==> src/cdq_pkg.sv <==
`timescale 1ns / 1ps

package cdq_pkg;

    // Command codes carried in the cmd field; codes 6 and 7 are unused.
    localparam logic [2:0] CMD_REVERSE    = 3'd0;
    localparam logic [2:0] CMD_PUSH_FRONT = 3'd1;
    localparam logic [2:0] CMD_PUSH_BACK  = 3'd2;
    localparam logic [2:0] CMD_POP_FRONT  = 3'd3;
    localparam logic [2:0] CMD_POP_BACK   = 3'd4;
    localparam logic [2:0] CMD_READ       = 3'd5;

    // One command transfer.
    typedef struct packed {
        logic [2:0] cmd;
        logic [7:0] ch;
        logic [9:0] index;
    } cmd_item_t;

    // One result transfer.
    typedef struct packed {
        logic [7:0]  data;
        logic        ok;
        logic [10:0] size;
    } rsp_item_t;

    // Controller sequence.
    typedef enum logic [1:0] {
        ST_IDLE,
        ST_ACCESS,
        ST_RESULT
    } state_t;

    // Commands from the controller to the datapath.
    typedef struct packed {
        logic capture;
        logic execute;
        logic load_rsp;
    } ctrl_t;

endpackage

==> src/cdq_ctrl.sv <==
`timescale 1ns / 1ps

module cdq_ctrl
(
    input  logic           clk,
    input  logic           rst_n,
    input  logic           cmd_valid,
    output logic           cmd_stall,
    output logic           rsp_valid,
    input  logic           rsp_stall,
    output cdq_pkg::ctrl_t ctrl
);

    cdq_pkg::state_t state_reg;
    cdq_pkg::state_t state_next;
    logic            rsp_valid_reg;
    logic            rsp_valid_next;

    // State and result-valid registers.
    always_ff @(posedge clk or negedge rst_n)
    begin
        if (!rst_n)
        begin
            state_reg     <= cdq_pkg::ST_IDLE;
            rsp_valid_reg <= 1'b0;
        end
        else
        begin
            state_reg     <= state_next;
            rsp_valid_reg <= rsp_valid_next;
        end
    end

    // Next state and datapath commands.
    always_comb
    begin
        state_next       = state_reg;
        ctrl.capture     = 1'b0;
        ctrl.execute     = 1'b0;
        ctrl.load_rsp    = 1'b0;
        cmd_stall        = 1'b1;
        rsp_valid_next   = rsp_valid_reg && rsp_stall;
        case (state_reg)
            cdq_pkg::ST_IDLE:
            begin
                cmd_stall = 1'b0;
                if (cmd_valid)
                begin
                    ctrl.capture = 1'b1;
                    state_next   = cdq_pkg::ST_ACCESS;
                end
            end
            cdq_pkg::ST_ACCESS:
            begin
                ctrl.execute = 1'b1;
                state_next   = cdq_pkg::ST_RESULT;
            end
            cdq_pkg::ST_RESULT:
            begin
                // Load the result once the output register is free or being emptied.
                if (!rsp_valid_reg || !rsp_stall)
                begin
                    ctrl.load_rsp  = 1'b1;
                    rsp_valid_next = 1'b1;
                    state_next     = cdq_pkg::ST_IDLE;
                end
            end
            default:
            begin
                state_next = cdq_pkg::ST_IDLE;
            end
        endcase
    end

    assign rsp_valid = rsp_valid_reg;

endmodule

==> config.mk <==
export PLATFORM = sky130hd
export DESIGN_NAME = cdq_ctrl
export DESIGN_NICKNAME = d
export VERILOG_FILES = /design/src/cdq_pkg.sv /design/src/cdq_ctrl.sv
export SDC_FILE = /design/constraint.sdc
export NUM_CORES = 1
export LEC_CHECK = 0
export BUFFER_PORTS_ARGS = -buffer_cell sky130_fd_sc_hd__buf_4
export CAP_MARGIN = 20
export CELL_PAD_IN_SITES_DETAIL_PLACEMENT = 1
export CELL_PAD_IN_SITES_GLOBAL_PLACEMENT = 1
export CORE_AREA = 3 3 40 42
export CTS_CLUSTER_DIAMETER = 40
export DETAILED_ROUTE_END_ITERATION = 8
export DIE_AREA = 0 0 43 45
export GPL_TIMING_DRIVEN = 0
export PLACE_DENSITY_LB_ADDON = 0.1
export SLEW_MARGIN = 5
export SYNTH_ARGS = -nofsm -noshare
export SYNTH_HDL_FRONTEND = slang
export SYNTH_SLANG_ARGS = --single-unit
==> constraint.sdc <==
create_clock -name clk -period 0.9 [get_ports clk]
set_input_delay 0 -clock clk [delete_from_list [all_inputs] [get_ports clk]]
set_output_delay 0 -clock clk [all_outputs]
set_load 0.01 [all_outputs]
# ---- After elaboration in Yosys (flattened, before gate mapping)
# Cells that the tools add are included.
dict set report word_totals {
  output_inout_bits 5
  wordCells 23
  in_bits 4
  reg_bits 3
}
dict set report op_classes {
  n_reduce_logical 6
  muxes 11
  n_eq_ne 4
}
# op n
set ops {}
lappend ops {{1-bit 2-to-1 mux} 8}
lappend ops {{2-bit one-hot mux with 3 select lines} 1}
lappend ops {{2-bit 2-to-1 mux} 2}
lappend ops {{2-bit inequality test (second input constant)} 2}
lappend ops {{2-bit by 1-bit equality test with 1-bit output (second input constant)} 1}
lappend ops {{2-bit equality test (second input constant)} 1}
lappend ops {{1-bit logical NOT} 2}
lappend ops {{2-bit logical NOT} 1}
lappend ops {{2-bit AND reduction} 1}
lappend ops {{1-bit logical AND} 1}
lappend ops {{1-bit logical OR} 1}

# ---- Logic depth before layout (Yosys ltp)
dict set report logic_depth {
  ltp_word 4
  ltp_mapped 2
}

# ---- Worst setup path after synthesis
# OpenSTA, ideal clock, no wires.
dict set report synth_timing {
  path_type {flip-flop to output port}
  startpoint {reg state_reg[0]}
  endpoint {out ctrl[2] (netlist bit)}
  arrival_ns 0.818
  path_buffers 0
  t_required_ns 0.900
  path_stages_with_launch 3
  setup_slack_ns 0.082
  cell_sequence {dfrtp_1 -> or2_1 -> nor2_1}
}
# item line_no
set synth_lines {}
lappend synth_lines {{from (decl)} cdq_ctrl.sv:14} ;# cdq_pkg::state_t state_reg;
lappend synth_lines {{from (signal assigned)} cdq_ctrl.sv:24} ;# state_reg <= cdq_pkg::ST_IDLE;
lappend synth_lines {{from (signal assigned)} cdq_ctrl.sv:29} ;# state_reg <= state_next;
lappend synth_lines {{to (decl)} cdq_ctrl.sv:11} ;# output cdq_pkg::ctrl_t ctrl

==> impl_metrics.ini <==
[hold_path]
hold_depth = 3
min_path_type = input pin to flip-flop

[logic_synthesis]
synth_top_area_share_pct = 56.6
yosys.area_share.adder_pct = 0
yosysTopAreaCell = dfrtp_1
ys_ff_latch = 3
yosys.area_share.xor_xnor_pct = 0
synth_area_leaders = dfrtp_1 57%, buf_4 5.7%, nand2_1 5.7%
synth_compound_area_share_pct = 9.43
yosysSeqAreaShare_pct = 56.6
yosys.area_share.simple_pct = 25.5
synthCells = 14
synth_warnings = 0
synth_top_family_by_area = simple AND/OR/NAND/NOR gates
syn_area_per_cell_um2 = 9.47
syn_nets = 18
yosys-mux-area-fraction_pct = 0
netlist_area_um2 = 133
synth.distinct_cells = 10

[floorplan]
placementRows = 13
core-area_um2 = 1280
io_pins = 9
die_h_um = 45
die_x_um = 43
die_area_um2 = 1940
initial_core_util_pct = 10.3

[route]
route.detailed.drc = 0
num_vias = 138
routed_wl_um = 373
drt-initial-drc-count = 1
wl_per_cell_um = 8.88
viasPerCell = 3.29
postRouteAntennaNets = 0
dr.pass1.iters = 4

[timing]
setup_violations = 4
worst_slack_ps = -171
tns_ps = -523
final.min_clock_period_ps = 1070
fin_hold_ws_ps = 10.8
timing.fmax_ghz = 0.934
worst_slew_pin_slew_ps = 140
slew_violations = 0
relSlewSlack_pct = 90.6
rsz0062_at_grt = true
finalHoldViolations = 0
fin_skew_ps = 4.95
finalCritPeriodShare_pct = 119

[critical_path]
worstRegToRegCells = 2
rrSetupSlack_ps = 90
crit_arrival_ps = 1070
end_kind = output port
worstSetupPathType = flip-flop to output port
setup.worst_path.start_class = flip-flop
required_ps = 900
cp_max_fo = 3

[power_and_ir_drop]
power_density_nw_per_um2 = 2900
p_leak_nw = 0.133
ir_drop_mv = 0.711

[placed_design]
postPlaceCellArea_um2 = 211
place_congestion = 0.636
port_buffers = 8
place_ws_ps = 54.2
hpwl_um = 284

[clock_tree]
numCtsBuffers = 3
htreeDepth = 1
clock_sinks = 3
ctsRootBufferMaster = clkbuf_4
clkLatencyLatePin_ps = 230
cts_max_path_buffers = 2
cts.clk_slew.worst_paths_ps = 40
post_cts_buffers = 0
tritoncts = done

[grt]
grt_antenna_before_repair = 0
track_usage_pct = 4.75
grt_pass1_wl_um = 593
grt_pass1_vias = 144
grt_overflow = 0
grt_max_degree = 4

[final_layout]
largest_reg_flops = 2
design_area_um2 = 260
fin_nets = 32
drive_gt1_share_pct = 55.6
diodes = 0
layout-area-overhead-vs-synth_pct = 96.2

[run_status]
violations = negative setup slack
status = finished with violations

[job]
drv_cap = 0
-- power by group --
part / switching (W) / internal [W] / total [W] / leakage (nW)
Combinational: 0.000131 / 0.000174 / 0.000304 / 0.0792
Sequential: 0.0000340 / 0.000178 / 0.000212 / 0.0384
Clock: 0.0000724 / 0.000166 / 0.000239 / 0.0150
Total: 0.000237 / 0.000519 / 0.000756 / 0.133
-- final cells by class --
cell class	count	area (um2)
Buffer	1	7.51
Clock buffer	4	26.3
Fill cell	161	1020
Inverter	1	3.75
Multi-Input combinational cell	9	55.1
Sequential cell	3	75.1
Tap cell	15	18.8
Timing Repair Buffer	9	73.8
-- cell families after synthesis --
logic type	Yosys count
simple gates	7
compound gates	2
flops	3
buf+inv	2
-- final timing paths --
kind                         startpoint      endpoint
setup / recovery           state_reg[0]       ctrl[2]
hold / removal                rsp_stall     rsp_valid
setup reg to reg           state_reg[0]  state_reg[0]
hold reg to reg               rsp_valid     rsp_valid
max in group asynchronous         rst_n  state_reg[1]
min in group asynchronous         rst_n     rsp_valid
-- per-stage QoR --
| step | instances | power [W] | util, % |
|---|---|---|---|
| 2_1_floorplan | 14 | 0.000334 | - |
| 3_3_place_gp | 37 | 0.000479 | 16.5 |
| 3_5_place_dp | 37 | 0.000481 | 16.5 |
| 4_1_cts | 42 | 0.000763 | 19.8 |
| 5_1_grt | 42 | 0.000818 | 20.3 |
| 6_report | 42 | 0.000756 | 20.3 |
-- cell usage after synthesis (all sizes together) --
master and number:
o21bai 1, buf 1, or2 1, nor2b 1, dfrtp 3, nand2 2
inv 1, nand2b 1, a21oi 1, nor2 2
-- routing by layer --
metal / wire [um] / GRT usage [%]
met5: 0 / 0
met1: 136 / 3.87
met2: 213 / 6.89
met4: 0 / 5.42
met3: 23 / 3.59
-- critical path: stages (launching register included) --
cell     delay [ps]
dfrtp_1         370
or2_4           270
nor2_2           80
buf_4           120
-- repair_timing --
item | 4_1_cts | 5_1_grt
gates cloned | 0 | 0
hold buffers | 1 | 0
endpoints found under the hold margin | 3 | 0
resized for setup | 2 | 2
endpoints found under the setup margin | 4 | 4
-- cells in the final DEF, fill, tap and decap left out, types with 2 or more instances in the layout --
cell      n
buf_4     8
clkbuf_4  3
dfrtp_1   3
nand2_1   2
Power figures use the tool's default switching activity.
